==> config.mk <==
export PLATFORM = sky130hd
export DESIGN_NAME = midi_clock_position_counter_unit
export DESIGN_NICKNAME = d
export VERILOG_FILES = /design/src/mcpc_pkg.sv /design/src/mcpc_div.sv /design/src/mcpc_datapath.sv /design/src/mcpc_ctrl.sv /design/src/midi_clock_position_counter_unit.sv
export SDC_FILE = /design/constraint.sdc
export NUM_CORES = 1
export LEC_CHECK = 0
export ABC_CLOCK_PERIOD_IN_PS = 6510
export BUFFER_PORTS_ARGS = -buffer_cell sky130_fd_sc_hd__buf_4
export CORE_MARGIN = 2
export CORE_UTILIZATION = 54
export CTS_CLUSTER_DIAMETER = 40
export DETAILED_ROUTE_END_ITERATION = 16
export GPL_TIMING_DRIVEN = 1
export PLACE_DENSITY = 0.88
export SLEW_MARGIN = 40
export SYNTH_ARGS = -nofsm -noshare
export SYNTH_HDL_FRONTEND = slang
export SYNTH_SLANG_ARGS = --single-unit
==> constraint.sdc <==
create_clock -name aclk -period 6.51 [get_ports aclk]
set_input_delay 0 -clock aclk [delete_from_list [all_inputs] [get_ports aclk]]
set_output_delay 0 -clock aclk [all_outputs]
set_load 0.03 [all_outputs]
==> src/mcpc_pkg.sv <==
// Shared types and constants for the MIDI clock position counter.
package mcpc_pkg;

    // Transport machine codes
    typedef enum logic [1:0] {
        TR_PAUSED   = 2'd0,
        TR_STARTING = 2'd1,
        TR_STARTED  = 2'd2
    } transport_t;

    // Event opcodes; code 7 is undefined and does nothing
    localparam logic [2:0] OP_CLOCK     = 3'd0;
    localparam logic [2:0] OP_START     = 3'd1;
    localparam logic [2:0] OP_STOP      = 3'd2;
    localparam logic [2:0] OP_CONTINUE  = 3'd3;
    localparam logic [2:0] OP_INT_START = 3'd4;
    localparam logic [2:0] OP_INT_STOP  = 3'd5;
    localparam logic [2:0] OP_TOGGLE    = 3'd6;

    // Configuration register indexes
    localparam int unsigned CFG_IDX_W = 2;
    localparam logic [CFG_IDX_W-1:0] CFG_INTERNAL_MODE = 2'd0;
    localparam logic [CFG_IDX_W-1:0] CFG_FORWARD_A     = 2'd1;
    localparam logic [CFG_IDX_W-1:0] CFG_FORWARD_B     = 2'd2;

    // Forwarded transport bytes
    localparam logic [7:0] BYTE_NONE     = 8'h00;
    localparam logic [7:0] BYTE_CLOCK    = 8'hF8;
    localparam logic [7:0] BYTE_START    = 8'hFA;
    localparam logic [7:0] BYTE_STOP     = 8'hFC;
    localparam logic [7:0] BYTE_CONTINUE = 8'hFB;

    // Tick grouping: six ticks per 16th, 32nd advances at the half
    localparam logic [2:0] SIXTH_LAST = 3'd6;
    localparam logic [2:0] SIXTH_HALF = 3'd3;
    localparam logic [2:0] COUNT_WRAP = 3'd5;

    // Tempo measurement: 150000 * 16 divided by the stamp difference
    localparam int unsigned TEMPO_W = 22;
    localparam int unsigned STAMP_W = 16;
    localparam logic [TEMPO_W-1:0] TEMPO_DIVIDEND = 22'd2400000;
    localparam logic [TEMPO_W-1:0] TEMPO_RESET    = 22'd1920;
    localparam int unsigned DIV_CNT_W = 5;
    localparam logic [DIV_CNT_W-1:0] DIV_LAST_STEP = 5'(TEMPO_W - 1);

    // Commands from controller to datapath
    typedef struct packed {
        logic capture;    // take the input word
        logic exec;       // apply the event to the state
        logic div_start;  // launch the tempo division
        logic out_load;   // load the result register
    } mcpc_cmd_t;

    // Status from datapath to controller
    typedef struct packed {
        logic need_div;   // the event under work measures tempo
        logic div_busy;
        logic div_done;   // last quotient bit this cycle
    } mcpc_status_t;

endpackage

==> src/mcpc_div.sv <==
// Serial restoring divider: fixed tempo dividend over a 16-bit difference.
module mcpc_div (
    input  logic                                aclk,
    input  logic                                aresetn,
    input  logic                                start,
    input  logic [mcpc_pkg::STAMP_W-1:0]        divisor,
    output logic                                busy,
    output logic                                done,
    output logic [mcpc_pkg::TEMPO_W-1:0]        quotient
);

    logic [mcpc_pkg::STAMP_W-1:0]   rem_reg, rem_next;
    logic [mcpc_pkg::TEMPO_W-1:0]   quo_reg, quo_next;
    logic [mcpc_pkg::STAMP_W-1:0]   dvs_reg;
    logic [mcpc_pkg::DIV_CNT_W-1:0] cnt_reg, cnt_next;
    logic                           busy_reg, busy_next;
    logic [mcpc_pkg::STAMP_W:0]     trial;
    logic [mcpc_pkg::STAMP_W:0]     diff;
    logic                           fits;

    // One quotient bit per cycle
    always_comb begin
        trial    = {rem_reg, quo_reg[mcpc_pkg::TEMPO_W-1]};
        diff     = trial - {1'b0, dvs_reg};
        fits     = (trial >= {1'b0, dvs_reg});
        rem_next = fits ? diff[mcpc_pkg::STAMP_W-1:0] : trial[mcpc_pkg::STAMP_W-1:0];
        quo_next = {quo_reg[mcpc_pkg::TEMPO_W-2:0], fits};
        cnt_next = cnt_reg + 1'b1;
        busy_next = busy_reg;
        if (start) begin
            busy_next = 1'b1;
        end else if (busy_reg && cnt_reg == mcpc_pkg::DIV_LAST_STEP) begin
            busy_next = 1'b0;
        end
    end

    // Control
    always_ff @(posedge aclk) begin
        if (!aresetn) begin
            busy_reg <= 1'b0;
            cnt_reg  <= '0;
        end else begin
            busy_reg <= busy_next;
            if (start) begin
                cnt_reg <= '0;
            end else if (busy_reg) begin
                cnt_reg <= cnt_next;
            end
        end
    end

    // Operands
    always_ff @(posedge aclk) begin
        if (start) begin
            rem_reg <= '0;
            quo_reg <= mcpc_pkg::TEMPO_DIVIDEND;
            dvs_reg <= divisor;
        end else if (busy_reg) begin
            rem_reg <= rem_next;
            quo_reg <= quo_next;
        end
    end

    assign busy     = busy_reg;
    assign done     = busy_reg && (cnt_reg == mcpc_pkg::DIV_LAST_STEP);
    assign quotient = quo_next;

endmodule

==> src/mcpc_datapath.sv <==
// Datapath: transport state, position counters, tempo and result register.
module mcpc_datapath #(
    parameter int unsigned BAR_LIMIT = 100
) (
    input  logic                        aclk,
    input  logic                        aresetn,
    input  mcpc_pkg::mcpc_cmd_t         cmd,
    output mcpc_pkg::mcpc_status_t      status,
    input  logic                        cfg_wr_en,
    input  logic [mcpc_pkg::CFG_IDX_W-1:0] cfg_index,
    input  logic                        cfg_data,
    input  logic [2:0]                  s_opcode,
    input  logic [15:0]                 s_timestamp,
    output logic [7:0]                  m_forward_byte,
    output logic [1:0]                  m_forward_mask,
    output logic [18:0]                 m_pos_192,
    output logic [18:0]                 m_pos_96,
    output logic [16:0]                 m_pos_32,
    output logic [15:0]                 m_pos_16,
    output logic [2:0]                  m_step_in_beat,
    output logic [2:0]                  m_beat_in_bar,
    output logic [6:0]                  m_bar_number,
    output logic [1:0]                  m_transport,
    output logic                        m_beat_led,
    output logic [21:0]                 m_tempo_q4
);

    // Configuration
    logic internal_mode_reg, fwd_a_reg, fwd_b_reg;

    // Captured word
    logic [2:0]  op_reg;
    logic [15:0] stamp_reg;

    // Architectural state
    mcpc_pkg::transport_t transport_reg, transport_next;
    logic [18:0] c192_reg, c192_next, c96_reg, c96_next;
    logic [16:0] c32_reg, c32_next;
    logic [15:0] c16_reg, c16_next;
    logic [2:0]  sixth_reg, sixth_next, step_reg, step_next, beat_reg, beat_next;
    logic [6:0]  bar_reg, bar_next;
    logic [2:0]  free_sixth_reg, free_sixth_next;
    logic [15:0] last_stamp_reg, last_stamp_next;
    logic [21:0] tempo_reg;
    logic        led_reg, led_next;
    logic [7:0]  fbyte_reg, fbyte_next;
    logic [1:0]  fmask_reg, fmask_next;

    // Divider hookup
    logic [15:0] div_divisor;
    logic        div_busy, div_done;
    logic [21:0] div_quotient;

    logic        is_tick;
    logic [2:0]  fs_inc;
    logic        need_div;

    // Tempo measurement trigger and stamp difference
    always_comb begin
        logic [15:0] d;
        is_tick  = (op_reg == mcpc_pkg::OP_CLOCK) || (op_reg == mcpc_pkg::OP_CONTINUE);
        fs_inc   = free_sixth_reg + 3'd1;
        need_div = is_tick && (fs_inc == mcpc_pkg::SIXTH_LAST);
        d = stamp_reg - last_stamp_reg;
        // the timer wrap is taken as 0xFFFF, one short of the full range
        if (stamp_reg < last_stamp_reg) begin
            d = d - 16'd1;
        end
        if (d == 16'd0) begin
            d = 16'd1;
        end
        div_divisor = d;
    end

    // Event update
    always_comb begin
        mcpc_pkg::transport_t tick_state;
        logic [2:0] sp;
        logic [7:0] bar_w;
        logic [7:0] fb;
        logic [1:0] mk;

        transport_next  = transport_reg;
        c192_next       = c192_reg;
        c96_next        = c96_reg;
        c32_next        = c32_reg;
        c16_next        = c16_reg;
        sixth_next      = sixth_reg;
        step_next       = step_reg;
        beat_next       = beat_reg;
        bar_next        = bar_reg;
        free_sixth_next = free_sixth_reg;
        last_stamp_next = last_stamp_reg;
        led_next        = led_reg;
        fb              = mcpc_pkg::BYTE_NONE;
        tick_state      = transport_reg;
        sp              = sixth_reg;
        bar_w           = {1'b0, bar_reg};

        unique case (op_reg)
            mcpc_pkg::OP_CLOCK: begin
                fb = mcpc_pkg::BYTE_CLOCK;
            end
            mcpc_pkg::OP_START: begin
                fb = mcpc_pkg::BYTE_START;
                transport_next = mcpc_pkg::TR_STARTING;
            end
            mcpc_pkg::OP_STOP: begin
                fb = mcpc_pkg::BYTE_STOP;
                transport_next = mcpc_pkg::TR_PAUSED;
            end
            mcpc_pkg::OP_CONTINUE: begin
                fb = mcpc_pkg::BYTE_CONTINUE;
                tick_state = mcpc_pkg::TR_STARTING;
            end
            mcpc_pkg::OP_INT_START: begin
                if (internal_mode_reg) begin
                    fb = mcpc_pkg::BYTE_START;
                    transport_next = mcpc_pkg::TR_STARTED;
                end
            end
            mcpc_pkg::OP_INT_STOP: begin
                led_next = 1'b0;
                if (internal_mode_reg) begin
                    fb = mcpc_pkg::BYTE_STOP;
                    transport_next = mcpc_pkg::TR_PAUSED;
                end
            end
            mcpc_pkg::OP_TOGGLE: begin
                if (internal_mode_reg) begin
                    if (transport_reg == mcpc_pkg::TR_PAUSED) begin
                        fb = mcpc_pkg::BYTE_START;
                        transport_next = mcpc_pkg::TR_STARTED;
                    end else begin
                        fb = mcpc_pkg::BYTE_STOP;
                        led_next = 1'b0;
                        transport_next = mcpc_pkg::TR_PAUSED;
                    end
                end
            end
            default: begin
            end
        endcase

        // Any start clears the positions
        if (fb == mcpc_pkg::BYTE_START) begin
            c192_next  = '0;
            c96_next   = '0;
            c32_next   = '0;
            c16_next   = '0;
            sixth_next = '0;
            step_next  = 3'd1;
            beat_next  = 3'd1;
            bar_next   = 7'd1;
        end

        // Tick: free-running sixth and counter cascade
        if (is_tick) begin
            free_sixth_next = need_div ? 3'd0 : fs_inc;
            if (need_div) begin
                last_stamp_next = stamp_reg;
            end
            if (tick_state == mcpc_pkg::TR_STARTING) begin
                transport_next = mcpc_pkg::TR_STARTED;
            end else if (tick_state == mcpc_pkg::TR_STARTED) begin
                c96_next  = c96_reg + 19'd1;
                c192_next = c192_reg + 19'd1;
                sp = sixth_reg + 3'd1;
                if (sp == mcpc_pkg::SIXTH_LAST) begin
                    step_next = step_reg + 3'd1;
                    sp = 3'd0;
                    c16_next = c16_reg + 16'd1;
                    c32_next = c32_reg + 17'd1;
                    if (c16_next == 16'd0) begin
                        c32_next  = '0;
                        c96_next  = '0;
                        c192_next = '0;
                    end
                end else if (sp == mcpc_pkg::SIXTH_HALF) begin
                    c32_next = c32_reg + 17'd1;
                end
                sixth_next = sp;
                if (step_next == mcpc_pkg::COUNT_WRAP) begin
                    step_next = 3'd1;
                    beat_next = beat_reg + 3'd1;
                end
                if (beat_next == mcpc_pkg::COUNT_WRAP) begin
                    beat_next = 3'd1;
                    bar_w = bar_w + 8'd1;
                end
                if (bar_w > 8'(BAR_LIMIT)) begin
                    bar_w = 8'd1;
                end
                bar_next = bar_w[6:0];
            end
            if (op_reg == mcpc_pkg::OP_CLOCK) begin
                led_next = (step_next == 3'd1) && (transport_next == mcpc_pkg::TR_STARTED);
            end
        end

        // Forward byte only when some port listens
        mk = {fwd_b_reg, fwd_a_reg};
        if (fb == mcpc_pkg::BYTE_NONE || mk == 2'd0) begin
            fb = mcpc_pkg::BYTE_NONE;
            mk = 2'd0;
        end
        fbyte_next = fb;
        fmask_next = mk;
    end

    // Configuration registers
    always_ff @(posedge aclk) begin
        if (!aresetn) begin
            internal_mode_reg <= 1'b0;
            fwd_a_reg         <= 1'b0;
            fwd_b_reg         <= 1'b0;
        end else if (cfg_wr_en) begin
            if (cfg_index == mcpc_pkg::CFG_INTERNAL_MODE) internal_mode_reg <= cfg_data;
            if (cfg_index == mcpc_pkg::CFG_FORWARD_A)     fwd_a_reg         <= cfg_data;
            if (cfg_index == mcpc_pkg::CFG_FORWARD_B)     fwd_b_reg         <= cfg_data;
        end
    end

    // Input word capture
    always_ff @(posedge aclk) begin
        if (cmd.capture) begin
            op_reg    <= s_opcode;
            stamp_reg <= s_timestamp;
        end
    end

    // State registers
    always_ff @(posedge aclk) begin
        if (!aresetn) begin
            transport_reg  <= mcpc_pkg::TR_PAUSED;
            c192_reg       <= '0;
            c96_reg        <= '0;
            c32_reg        <= '0;
            c16_reg        <= '0;
            sixth_reg      <= '0;
            step_reg       <= 3'd1;
            beat_reg       <= 3'd1;
            bar_reg        <= 7'd1;
            free_sixth_reg <= '0;
            last_stamp_reg <= '0;
            led_reg        <= 1'b0;
            tempo_reg      <= mcpc_pkg::TEMPO_RESET;
        end else begin
            if (cmd.exec) begin
                transport_reg  <= transport_next;
                c192_reg       <= c192_next;
                c96_reg        <= c96_next;
                c32_reg        <= c32_next;
                c16_reg        <= c16_next;
                sixth_reg      <= sixth_next;
                step_reg       <= step_next;
                beat_reg       <= beat_next;
                bar_reg        <= bar_next;
                free_sixth_reg <= free_sixth_next;
                last_stamp_reg <= last_stamp_next;
                led_reg        <= led_next;
            end
            if (div_done) begin
                tempo_reg <= div_quotient;
            end
        end
    end

    // Forward byte held until the result is loaded
    always_ff @(posedge aclk) begin
        if (cmd.exec) begin
            fbyte_reg <= fbyte_next;
            fmask_reg <= fmask_next;
        end
    end

    // Result register
    always_ff @(posedge aclk) begin
        if (cmd.out_load) begin
            m_forward_byte <= fbyte_reg;
            m_forward_mask <= fmask_reg;
            m_pos_192      <= c192_reg;
            m_pos_96       <= c96_reg;
            m_pos_32       <= c32_reg;
            m_pos_16       <= c16_reg;
            m_step_in_beat <= step_reg;
            m_beat_in_bar  <= beat_reg;
            m_bar_number   <= bar_reg;
            m_transport    <= transport_reg;
            m_beat_led     <= led_reg;
            m_tempo_q4     <= tempo_reg;
        end
    end

    mcpc_div u_div (
        .aclk     (aclk),
        .aresetn  (aresetn),
        .start    (cmd.div_start),
        .divisor  (div_divisor),
        .busy     (div_busy),
        .done     (div_done),
        .quotient (div_quotient)
    );

    assign status.need_div = need_div;
    assign status.div_busy = div_busy;
    assign status.div_done = div_done;

endmodule

==> src/mcpc_ctrl.sv <==
// Controller: sequences capture, update, tempo division and result hand-off.
module mcpc_ctrl (
    input  logic                    aclk,
    input  logic                    aresetn,
    input  logic                    s_valid,
    output logic                    s_ready,
    output logic                    m_valid,
    input  logic                    m_ready,
    input  mcpc_pkg::mcpc_status_t  status,
    output mcpc_pkg::mcpc_cmd_t     cmd
);

    typedef enum logic [1:0] {
        ST_IDLE = 2'd0,
        ST_EXEC = 2'd1,
        ST_DIV  = 2'd2,
        ST_DONE = 2'd3
    } state_t;

    state_t state_reg, state_next;
    logic   m_valid_reg, m_valid_next;
    logic   slot_free;

    assign slot_free = !m_valid_reg || m_ready;

    // Commands and next state
    always_comb begin
        cmd.capture   = (state_reg == ST_IDLE) && s_valid;
        cmd.exec      = (state_reg == ST_EXEC);
        cmd.div_start = (state_reg == ST_EXEC) && status.need_div;
        cmd.out_load  = (state_reg == ST_DONE) && slot_free;
        state_next    = state_reg;
        unique case (state_reg)
            ST_IDLE: if (s_valid) state_next = ST_EXEC;
            ST_EXEC: state_next = status.need_div ? ST_DIV : ST_DONE;
            ST_DIV:  if (status.div_done) state_next = ST_DONE;
            ST_DONE: if (slot_free) state_next = ST_IDLE;
            default: state_next = ST_IDLE;
        endcase
        m_valid_next = m_valid_reg;
        if (cmd.out_load) begin
            m_valid_next = 1'b1;
        end else if (m_ready) begin
            m_valid_next = 1'b0;
        end
    end

    // State and output valid
    always_ff @(posedge aclk) begin
        if (!aresetn) begin
            state_reg   <= ST_IDLE;
            m_valid_reg <= 1'b0;
        end else begin
            state_reg   <= state_next;
            m_valid_reg <= m_valid_next;
        end
    end

    assign s_ready = (state_reg == ST_IDLE);
    assign m_valid = m_valid_reg;

    // The divider is never left running once the word is done
    a_idle_div: assert property (@(posedge aclk) disable iff (!aresetn)
        (state_reg == ST_IDLE) |-> !status.div_busy)
        else $error("divider busy while controller idle");

    // A result is never loaded over one that is still waiting
    a_no_overwrite: assert property (@(posedge aclk) disable iff (!aresetn)
        cmd.out_load |-> (!m_valid_reg || m_ready))
        else $error("result register overwritten");

    // Division completes only while the controller waits for it
    a_div_done_state: assert property (@(posedge aclk) disable iff (!aresetn)
        status.div_done |-> (state_reg == ST_DIV))
        else $error("divider finished outside division state");

    // An accepted word is applied on the next cycle
    a_accept_exec: assert property (@(posedge aclk) disable iff (!aresetn)
        (s_valid && s_ready) |=> (state_reg == ST_EXEC))
        else $error("accepted word not executed");

endmodule

==> src/midi_clock_position_counter_unit.sv <==
// Top level of the MIDI clock and song position counter.
//
// Input channel (s_): one transport event word per handshake, an opcode
// (clock, start, stop, continue, internal start/stop, toggle) and the 16-bit
// timer stamp taken at the event. Output channel (m_): one result word per
// event with the forward byte and port mask, all position counters, the
// transport state, the beat LED and the measured tempo, all after the event.
// Configuration: cfg_wr_en writes cfg_data to register cfg_index at once.
// Timing: an event word is captured on acceptance, applied in the execute
// state and loaded into the result register in the done state. Every sixth
// tick event (clock or continue) measures tempo through a serial divider, one
// quotient bit per cycle, in the division state between execute and done.
// One word is worked on at a time; s_ready is high only when the controller
// is idle.
// A result waits in the output register while m_ready is low; the next word
// may be accepted and worked on meanwhile, and its result is held back
// until the waiting word is taken.
// Reset (aresetn low, synchronous): transport paused, positions zero,
// one-based counters at 1, tempo 1920 (120 bpm), configuration cleared.
module midi_clock_position_counter_unit #(
    parameter int unsigned BAR_LIMIT = 100
) (
    input  logic        aclk,
    input  logic        aresetn,
    input  logic        cfg_wr_en,
    input  logic [1:0]  cfg_index,
    input  logic        cfg_data,
    input  logic        s_valid,
    output logic        s_ready,
    input  logic [2:0]  s_opcode,
    input  logic [15:0] s_timestamp,
    output logic        m_valid,
    input  logic        m_ready,
    output logic [7:0]  m_forward_byte,
    output logic [1:0]  m_forward_mask,
    output logic [18:0] m_pos_192,
    output logic [18:0] m_pos_96,
    output logic [16:0] m_pos_32,
    output logic [15:0] m_pos_16,
    output logic [2:0]  m_step_in_beat,
    output logic [2:0]  m_beat_in_bar,
    output logic [6:0]  m_bar_number,
    output logic [1:0]  m_transport,
    output logic        m_beat_led,
    output logic [21:0] m_tempo_q4
);

    mcpc_pkg::mcpc_cmd_t    cmd;
    mcpc_pkg::mcpc_status_t status;

    mcpc_ctrl u_ctrl (
        .aclk    (aclk),
        .aresetn (aresetn),
        .s_valid (s_valid),
        .s_ready (s_ready),
        .m_valid (m_valid),
        .m_ready (m_ready),
        .status  (status),
        .cmd     (cmd)
    );

    mcpc_datapath #(
        .BAR_LIMIT (BAR_LIMIT)
    ) u_datapath (
        .aclk           (aclk),
        .aresetn        (aresetn),
        .cmd            (cmd),
        .status         (status),
        .cfg_wr_en      (cfg_wr_en),
        .cfg_index      (cfg_index),
        .cfg_data       (cfg_data),
        .s_opcode       (s_opcode),
        .s_timestamp    (s_timestamp),
        .m_forward_byte (m_forward_byte),
        .m_forward_mask (m_forward_mask),
        .m_pos_192      (m_pos_192),
        .m_pos_96       (m_pos_96),
        .m_pos_32       (m_pos_32),
        .m_pos_16       (m_pos_16),
        .m_step_in_beat (m_step_in_beat),
        .m_beat_in_bar  (m_beat_in_bar),
        .m_bar_number   (m_bar_number),
        .m_transport    (m_transport),
        .m_beat_led     (m_beat_led),
        .m_tempo_q4     (m_tempo_q4)
    );

endmodule

==> summary.txt, run 1 <==
Detailed routing
  • Routed vias: 12500
  • Vias per Instance: 5.80
  • Routed wire length per instance: 16.0 um
  • Starting DRC count in detailed routing: 1063
  • Pre-antenna DRT Iters: 6
  • Residual DRC: 0
  • DRT antenna net count: 0
  • Final WL: 34.4 mm

Floorplanning
  • Core ar.: 28500 um^2
  • Initial Util: 54.5%
  • Die W: 174 um
  • Die H: 174 um
  • Rows: 62
  • # IOs: 148
  • Die Footprint: 30200 um^2

Synth
  • Post-synthesis async set-or-reset flop share: 0%
  • Adder-cell share of the synthesized area: 4.44%
  • Synthesis Warnings: 0
  • Simple-Gate Fraction of Synth Area: 18.3%
  • Syn_area_per_cell: 9.84 um^2
  • Count of different cell masters after synthesis: 86
  • Synth Area in Compound Gates: 15.0%
  • Post-synthesis register bit count: 337
  • Netlist Area Pre-Place: 15600 um^2
  • Multiplexer share of the synthesized area: 2.52%
  • Net Count, Synth: 1663
  • Sequential-to-total area share from yosys stat: 53.4%
  • Mapped Cells: 1582
  • Prevailing post-synth register cell: dfxtp_1
  • Top-area cell type share of the netlist area: 30.1%
  • Number of flops mapped to enable cells by yosys: 156
  • Combinational family with the most area after synthesis: simple AND/OR/NAND/NOR gates
  • Post-Synth XOR/XNOR Area: 2.80%
  • Post-synth top cells: dfxtp_1 (181), a21oi_1 (166), nand2_1 (161)
  • Most common cell in the netlist: dfxtp_1
  • Dominant cells by area after synthesis: edfxtp_1 (30%), dfxtp_1 (23%), a21oi_1 (5.3%)
  • Synth area leader: edfxtp_1

Clock network
  • Clock Path Buffers: 3
  • Clock slew at reported path FFs: 0.06 ns
  • Number of CTS-inserted buffers: 39
  • Setup Fix Bufs, Post-CTS: 0
  • Clk Latency, worst-skew pair: 0.52 ns
  • H-tree levels: 2
  • Sink Count: 337
  • CTS Hold Buffers Added: 27
  • Post-CTS Resized: 0
  • Root Buffer: clkbuf_16
  • CTS tree: yes

Critical path
  • Slowest library cell on the worst path: or4_1
  • WP buf/inv: 2
  • CP top delay family: simple AND/OR/NAND/NOR gates
  • Kind of critical path: reg -> reg
  • CP most frequent cell: inv_1
  • WP data required: 6.85 ns
  • Levels on crit path: 14
  • Cell Chain, Critical Path: inv_1, ha_1, inv_1, fa_1, a211oi_4, nor2_1, xnor2_1, o21ai_0, or3_1, or2_1, nor3_1, xor2_1, or4_1, o31ai_2
  • Arr. time, crit path: 4.50 ns
  • Worst-path maximum fanout: 5
  • Reg2reg path depth: 14
  • Max incr delay on CP: 0.56 ns
  • Startpoint types: register
  • Worst setup EP type: register

Global routing
  • M1 GR Usage: 28.5%
  • Met2 Usage GRT: 36.7%
  • Antenna violations before repair: 0
  • Total grt overflow: 0
  • Vias in the first global route: 11800
  • Busiest grt layer: met2
  • First-pass GRT wire length: 56.0 mm
  • Met3 Use GR: 3.84%
  • Largest net degree at the start of global routing: 87
  • Total GRT Usage: 22.0%

STA
  • Worst Skew: 0.0139 ns
  • Post-route setup TNS: 0 ns
  • Fin crit share: 64.0%
  • Final hold vios: 0
  • RSZ-0062 raised after global routing: false
  • Slew Viols, Final: 0
  • Final worst slack: 2.34 ns
  • Post-layout min period: 4.17 ns
  • Rel. slew slack: 44.3%
  • Worst-Margin Slew: 0.835 ns
  • Endpoints failing setup: 0
  • FMAX: 240 MHz

Layout
  • Layout area overhead: 19.4%
  • Diodes inserted: 0
  • Fin area: 18600 um^2
  • Finished Layout Cells: 2150
  • Layout cells sized above 1: 15.1%
  • Nets: 1817

Power
  • Leak Pwr: 0.00691 uW
  • Tot Pwr: 5850 uW
  • Worst VDD drop: 259 uV
  • Pwr/cell area: 315 nW/um^2

Placement
  • Input/output buffers: 147
  • Placed Cells: 2051
  • DP HPWL: 21.8 mm
  • GP Congestion: 0.909
  • Pre-CTS setup slack: 2.41 ns
  • Area after DPL: 17000 um^2

Hold path
  • Worst Hold Depth: 6
  • Worst hold path class: in -> reg

Status
  • Outcome: finished clean

Flow run
  • Maxcap violations: 0
## layout make-up
type                    count  area, um^2
clock buffers              48        1100
clock inverters            23         245
fillers                  2146        9950
inverters                  66         250
multi-input cells        1108        6740
flip-flops and latches    337        8310
well taps                 384         480
repair buffers            184        1470
## path summary, 6_finish.rpt
kind / startpoint / end / slack (ns)
hold reg to reg: u_datapath.fbyte_reg[1]$_SDFFCE_PP0P_ / u_datapath.m_forward_byte[1]$_DFFE_PP_ / 0.42
hold / removal: s_valid / u_ctrl.state_reg[1]$_SDFFE_PN0P_ / 0.08
setup reg to reg: u_datapath.stamp_reg[0]$_DFFE_PP_ / u_datapath.u_div.dvs_reg[0]$_SDFFCE_PN1P_ / 2.34
setup / recovery: u_datapath.stamp_reg[0]$_DFFE_PP_ / u_datapath.u_div.dvs_reg[0]$_SDFFCE_PN1P_ / 2.34
## logic make-up (layout without fill, tap and decap cells)
kind of cell / after synthesis / count (layout)
XOR/XNOR: 49 / 49
multiplexers: 39 / 39
AND/OR/NAND/NOR: 579 / 579
flip-flops: 337 / 337
AO/OA/AOI/OAI: 387 / 387
buffers and inverters: 137 / 321
adder cells (fa/ha/maj): 54 / 54
## tightest hold or removal path: cells and delay by family
| kind | cells | cell delay [ns] |
|---|---|---|
| buffers and inverters | 2 | 0.17 |
| AOI/OAI and AO/OA | 2 | 0.20 |
| and+or+nand+nor | 2 | 0.18 |
## metrics by stage
stage	hold WS (ns)	utilization [%]
6_report	0.0834	65.1
5_1_grt	0.0658	65.1
4_1_cts	0.0398	65.1
3_5_place_dp	0.179	59.4
3_3_place_gp	0.178	59.3
2_1_floorplan	0.0989	-
## where the power goes
group / total [uW] / switching (uW) / internal, uW
combinational: 1140 / 729 / 408
clock: 2230 / 879 / 1350
sequential: 2490 / 85.2 / 2400
total: 5850 / 1690 / 4160
## metal layers
layer / part of all wire (%) / wire, um
met1: 42 / 14600
met2: 48 / 16500
met3: 6.6 / 2260
met4: 3.2 / 1100
met5: 0 / 0
## cells in the final DEF (no fill, tap or decap), types with 7 or more instances in the layout
cell type / instances
a31oi_1: 13
ha_1: 51
and2_1: 11
nand3b_1: 11
nor3_1: 36
nand2_1: 161
nor2_1: 158
o21ai_0: 98
nand4_1: 14
clkbuf_16: 42
o211ai_1: 12
nor3b_1: 30
nand2b_1: 8
mux2i_1: 37
nor4_1: 11
dfxtp_1: 180
a21o_1: 11
xnor2_1: 28
or2_2: 7
a21oi_1: 165
buf_4: 155
inv_1: 63
xor2_1: 20
edfxtp_1: 156
nor2b_1: 14
or3_1: 16
nand3_1: 38
and3_1: 41
dlygate4sd3_1: 27
No activity file was read; power rests on OpenSTA's default activity.
==> inputs of run 2 (changes only) <==
--- a/config.mk
+++ b/config.mk
@@ -5,7 +5,7 @@
 export SDC_FILE = /design/constraint.sdc
 export NUM_CORES = 1
 export LEC_CHECK = 0
-export ABC_CLOCK_PERIOD_IN_PS = 6510
+export ABC_CLOCK_PERIOD_IN_PS = 3400
 export BUFFER_PORTS_ARGS = -buffer_cell sky130_fd_sc_hd__buf_4
 export CORE_MARGIN = 2
 export CORE_UTILIZATION = 54
==> constraint.sdc (replaced) <==
create_clock -name aclk -period 3.4 [get_ports aclk]
set_input_delay 0 -clock aclk [delete_from_list [all_inputs] [get_ports aclk]]
set_output_delay 0 -clock aclk [all_outputs]
set_load 0.03 [all_outputs]
==> run 2 against run 1 <==
The run now ends with setup timing left. Non-clock buffer count grew 45. Count of clock-buffer cells in the layout grew 1. Worst hold slack got worse by 0.040 ns. First-iteration DRC count fell by 9.2%. Combinational power rose by 110%. Cell count is 2.3% higher. Via count is 0.91% higher. Sequential share of layout area fell by 1.4 points. Critical path type unchanged. Critical path depth grew 2. Sequential cell count unchanged. Setup slack got worse by 2.6 ns. Largest cell class unchanged. Highest routed layer unchanged.
==> summary.txt, run 2 (synthesis gave the netlist of run 1 again) <==
Global routing
  • Largest net degree at the start of global routing: 116
  • Total grt overflow: 0
  • First-pass GRT wire length: 57.6 mm
  • Antenna violations before repair: 1
  • Total GRT Usage: 22.7%
  • Vias in the first global route: 11900

Layout
  • Layout fillers: 2097
  • Most common cell after layout, fill and taps aside: buf_4
  • Util after Layout: 67.2%
  • Nets: 1864
  • Layout area overhead: 23.2%
  • Layout cells sized above 1: 18.1%
  • Commonest cells after routing, fill and taps aside: buf_4 (198), dfxtp_1 (180), a21oi_1 (164)
  • Finished Layout Cells: 2200
  • Fin area: 19200 um^2

STA
  • Final hold vios: 0
  • Worst-Margin Slew: 0.740 ns
  • Worst Skew: 0.0157 ns
  • RSZ-0062 raised after global routing: true
  • Post-layout min period: 3.64 ns
  • Endpoints failing setup: 1
  • Slew Viols, Final: 0
  • Rel. slew slack: 50.7%
  • FMAX: 275 MHz
  • Final worst slack: -0.241 ns
  • Fin crit share: 107%

Detailed routing
  • Uppermost routed layer: met4
  • Residual DRC: 0
  • Starting DRC count in detailed routing: 965
  • Met2 routed WL: 16.6 mm
  • Met3 WL: 2.05 mm
  • Routed vias: 12600
  • DRT antenna net count: 0
  • Pre-antenna DRT Iters: 5
  • Routed wire length per instance: 15.8 um
  • WL met1: 15.1 mm
  • Final WL: 34.8 mm
  • Vias per Instance: 5.72

Flow run
  • Maxcap violations: 0

Power
  • Leak Pwr: 0.00721 uW
  • Worst VDD drop: 423 uV
  • Pwr/cell area: 616 nW/um^2

Hold path
  • Worst Hold Depth: 3
  • Worst hold path class: in -> reg
  • Hold Path Origin: s_valid
  • Hold Path Sink: u_datapath.op_reg[0]$_DFFE_PP_

Critical path
  • R2R Path Start: u_datapath.stamp_reg[0]$_DFFE_PP_
  • Worst-path maximum fanout: 4
  • Reg2reg end: u_datapath.u_div.dvs_reg[0]$_SDFFCE_PN1P_
  • Startpoint types: register
  • Reg2reg path depth: 16
  • Arr. time, crit path: 3.98 ns
  • Kind of critical path: reg -> reg
  • Register-to-register setup slack: -0.24 ns
  • WP data required: 3.74 ns
  • Worst setup EP type: register

Status
  • Failing checks: setup timing
  • Outcome: complete, but fails checks

Clock network
  • Root Buffer: clkbuf_16
  • Clock Path Buffers: 3
  • Number of CTS-inserted buffers: 41
  • Clk Latency, worst-skew pair: 0.52 ns
  • CTS tree: yes
  • Sink Count: 337
  • Clock slew at reported path FFs: 0.06 ns
  • H-tree levels: 2

Placement
  • DP HPWL: 22.5 mm
  • Input/output buffers: 147
  • GP Congestion: 0.915
  • Placed Cells: 2091
  • Area after DPL: 17300 um^2

Floorplanning
  • # IOs: 148
  • Core ar.: 28500 um^2
  • Initial Util: 54.5%
  • Die H: 174 um
  • Die W: 174 um
  • Die Footprint: 30200 um^2
  • Rows: 62
-- run 2: area by class of cell --
cell class	count	area [um^2]	area share, %
clock inverters	26	383	2.00
repair buffers	229	1820	9.48
diodes	1	2.50	0.0130
well taps	384	480	2.50
clock buffers	49	1100	5.72
multi-input cells	1108	6840	35.7
flip-flops and latches	337	8310	43.3
inverters	66	250	1.30
-- run 2: per-layer routing --
metal | up-vias | GRT usage, %
met1 | 5971 | 29.7
met5 | - | 0
met3 | 71 | 3.75
met2 | 419 | 38.5
li1 | 6120 | -
met4 | 0 | 7.67
-- run 2: power by group --
part           internal [uW]  total, uW  switching [uW]
Combinational            944       2420            1480
Sequential              4610       4760             153
Clock                   2940       4630            1690
-- run 2: worst max-delay path, cell delays in order, from the launching register on --
cell      delay [ns]
edfxtp_1        0.39
inv_1           0.07
ha_1            0.14
inv_1           0.05
fa_2            0.37
a211oi_4        0.29
o21ai_2         0.10
a221oi_4        0.24
buf_6           0.15
buf_12          0.10
xnor2_2         0.09
nor3_4          0.16
nand3_2         0.17
nor3_2          0.24
xor2_1          0.09
or4_1           0.55
o31ai_2         0.27
-- run 2: repair_timing --
item,CTS,global route
hold buffers,27,0
gates resized for setup,5,6
setup buffers,6,0
hold endpoints to repair,39,0
setup endpoints to repair,1,18
pin swaps,14,0
-- run 2: worst max-delay path by stage --
stage                                            startpoint                                         to  slack, ns
after detailed placement  u_datapath.stamp_reg[0]$_DFFE_PP_  u_datapath.u_div.dvs_reg[0]$_SDFFCE_PN1P_      -0.31
after CTS                 u_datapath.stamp_reg[0]$_DFFE_PP_  u_datapath.u_div.dvs_reg[0]$_SDFFCE_PN1P_      -0.22
after floorplan           u_datapath.stamp_reg[0]$_DFFE_PP_  u_datapath.u_div.dvs_reg[0]$_SDFFCE_PN1P_      -0.08
after global placement    u_datapath.stamp_reg[0]$_DFFE_PP_  u_datapath.u_div.dvs_reg[0]$_SDFFCE_PN1P_      -0.19
after global routing      u_datapath.stamp_reg[0]$_DFFE_PP_  u_datapath.u_div.dvs_reg[0]$_SDFFCE_PN1P_      -0.50
final                     u_datapath.stamp_reg[0]$_DFFE_PP_  u_datapath.u_div.dvs_reg[0]$_SDFFCE_PN1P_      -0.24
-- run 2: metrics by stage --
| stage | setup TNS, ns | setup WS, ns | hold WS, ns | total power [uW] |
|---|---|---|---|---|
| after floorplan | -0.0822 | -0.0822 | 0.0989 | 6430 |
| after global placement | -0.191 | -0.191 | 0.179 | 7100 |
| after detailed placement | -0.305 | -0.305 | 0.179 | 7180 |
| after CTS | -0.223 | -0.223 | 0.0332 | 11800 |
| after global routing | -0.495 | -0.495 | 0.0597 | 12300 |
| final | -0.241 | -0.241 | 0.0437 | 11800 |
==> inputs of run 3 (changes only) <==
--- a/config.mk
+++ b/config.mk
@@ -12,7 +12,7 @@
 export CTS_CLUSTER_DIAMETER = 40
 export DETAILED_ROUTE_END_ITERATION = 16
 export GPL_TIMING_DRIVEN = 1
-export PLACE_DENSITY = 0.88
+export PLACE_DENSITY = 0.77
 export SLEW_MARGIN = 40
 export SYNTH_ARGS = -nofsm -noshare
 export SYNTH_HDL_FRONTEND = slang
==> run 3 against run 2 <==
Utilization shrank 0.16 points. Design area shrank 0.24%. Largest power group unchanged. Sequential power is essentially flat. First-iteration DRC count shrank 15%. The run still ends with setup timing left. Register-to-register slack gained 0.12 ns. Fmax grew 3.3%. Highest routed layer unchanged. Clock skew shrank 0.0013 ns. Routed wire length shrank 2.4%. Via count shrank 1.7%. Critical path depth shrank 1. Die area is the same. Global-route usage shrank 0.34 points.
==> summary.txt, run 3 (synthesis gave the netlist of run 1 again) <==
Placement
  • Pre-CTS setup slack: -0.244 ns
  • GP Congestion: 0.854
  • Input/output buffers: 147
  • Placed Cells: 2104
  • Area after DPL: 17400 um^2
  • DP HPWL: 22.6 mm

Layout
  • Layout area overhead: 22.9%
  • Sequential cell area: 8310 um^2
  • Commonest cells after routing, fill and taps aside: buf_4 (206), dfxtp_1 (180), a21oi_1 (163)
  • Diodes inserted: 0
  • Layout cells sized above 1: 18.1%
  • Most common cell after layout, fill and taps aside: buf_4
  • Finished Layout Cells: 2209
  • Layout fillers: 2202
  • Nets: 1873
  • Multi-input gate area: 6820 um^2
  • Fin area: 19100 um^2

Critical path
  • Worst setup EP type: register
  • CP most frequent cell: inv_1
  • Arr. time, crit path: 3.87 ns
  • Slowest library cell on the worst path: or4_1
  • Cell Chain, Critical Path: inv_1, ha_2, inv_1, fa_2, a211oi_4, o21ai_2, a221oi_4, buf_6, o21ai_4, a41oi_4, nand3_2, nor4_4, xnor2_1, or4_1, o31ai_2
  • Kind of critical path: reg -> reg
  • Startpoint types: register
  • WP data required: 3.74 ns
  • Worst-path maximum fanout: 4
  • Max incr delay on CP: 0.54 ns

Clock network
  • Number of CTS-inserted buffers: 42
  • Sink Count: 337
  • Clock Path Buffers: 3
  • Clk Latency, worst-skew pair: 0.52 ns
  • CTS tree: yes
  • Root Buffer: clkbuf_16
  • Clock slew at reported path FFs: 0.05 ns
  • H-tree levels: 2

Detailed routing
  • Routed wire length per instance: 15.4 um
  • Pre-antenna DRT Iters: 5
  • Routed vias: 12400
  • Residual DRC: 0
  • DRT antenna net count: 0
  • Vias per Instance: 5.60
  • Starting DRC count in detailed routing: 818
  • Final WL: 33.9 mm

Global routing
  • Vias in the first global route: 11900
  • Largest net degree at the start of global routing: 98
  • Antenna violations before repair: 0
  • Total grt overflow: 0
  • First-pass GRT wire length: 56.7 mm
  • Total GRT Usage: 22.4%

STA
  • Post-route setup TNS: -0.125 ns
  • Rel. slew slack: 48.6%
  • Endpoints failing setup: 1
  • FMAX: 284 MHz
  • Slew Viols, Final: 0
  • Fin crit share: 104%
  • Worst-Margin Slew: 0.771 ns
  • Worst Skew: 0.0145 ns
  • RSZ-0062 raised after global routing: true
  • Post-layout min period: 3.53 ns
  • Final hold vios: 0
  • Final worst slack: -0.125 ns

Flow run
  • Maxcap violations: 0

Hold path
  • Worst hold path class: in -> reg

Floorplanning
  • Die Footprint: 30200 um^2
  • Core ar.: 28500 um^2
  • Die W: 174 um
  • Rows: 62
  • Die H: 174 um
  • Initial Util: 54.5%
  • # IOs: 148

Status
  • Outcome: complete, but fails checks
  • Failing checks: setup timing

Power
  • Worst VDD drop: 505 uV
  • Pwr/cell area: 602 nW/um^2
  • Leak Pwr: 0.00721 uW
run 3: changes by cell type in the layout (fill, tap and decap cells not counted), sizes merged:
cell    delta
buf        +8
clkbuf     +7
bufinv     -5
clkinv     -2
inv        +2
diode      -1
run 3: worst max-delay path, delay by kind of cell, from the launching register on:
family	cells	cell delay [ns]
compound gates	6	1.20
xor+xnor	1	0.11
fa+ha+maj	2	0.53
buf+inv	3	0.28
flops	1	0.38
simple gates	3	0.84
run 3: worst paths after layout:
path | from | endpoint | slack (ns) | depth (start not counted)
worst max-delay path | u_datapath.stamp_reg[0]$_DFFE_PP_ | u_datapath.u_div.dvs_reg[0]$_SDFFCE_PN1P_ | -0.13 | 15
worst min-delay path | s_valid | u_ctrl.state_reg[0]$_SDFFE_PN0P_ | 0.04 | 5
worst min register to register | u_datapath.fbyte_reg[2]$_SDFFCE_PP0P_ | u_datapath.m_forward_byte[2]$_DFFE_PP_ | 0.42 | 0
worst max register to register | u_datapath.stamp_reg[0]$_DFFE_PP_ | u_datapath.u_div.dvs_reg[0]$_SDFFCE_PN1P_ | -0.13 | 15
run 3: final cells by class:
cell class	instances	share of cell area [%]
Timing Repair Buffer	237	9.82
Sequential cell	337	43.4
Tap cell	384	2.51
Clock inverter	21	1.20
Multi-Input combinational cell	1108	35.7
Clock buffer	56	6.09
Inverter	66	1.31
run 3: report_power, final:
group | leakage [uW] | switching [uW] | internal (uW)
clock network | 0.000673 | 1670 | 2670
registers | 0.00289 | 166 | 4600
logic | 0.00364 | 1450 | 958
total | 0.00721 | 3290 | 8230
run 3: through the flow:
step,power (uW),util [%],hold WS (ns)
after floorplan,6430,-,0.0989
after global placement,7150,61.1,0.178
after detailed placement,7220,61.1,0.179
after CTS,11600,67.0,0.0178
after global routing,12000,67.0,0.0910
final,11500,67.0,0.0405
run 3: routing by layer:
layer  up-vias  GRT usage (%)  wire length [um]
li1       6144              -                 -
met1      5805           29.0             15100
met2       351           38.7             16400
met3        62           3.20              1640
met4         0           7.42               821
met5         -              0                 0
run 3: timing repair:
item | in CTS | in global routing
setup endpoints to repair | 1 | 8
hold endpoints to repair | 39 | 0
hold buffers | 27 | 0
gates resized for setup | 3 | 5
pin swaps | 5 | 0
buffers inserted | 1 | 0
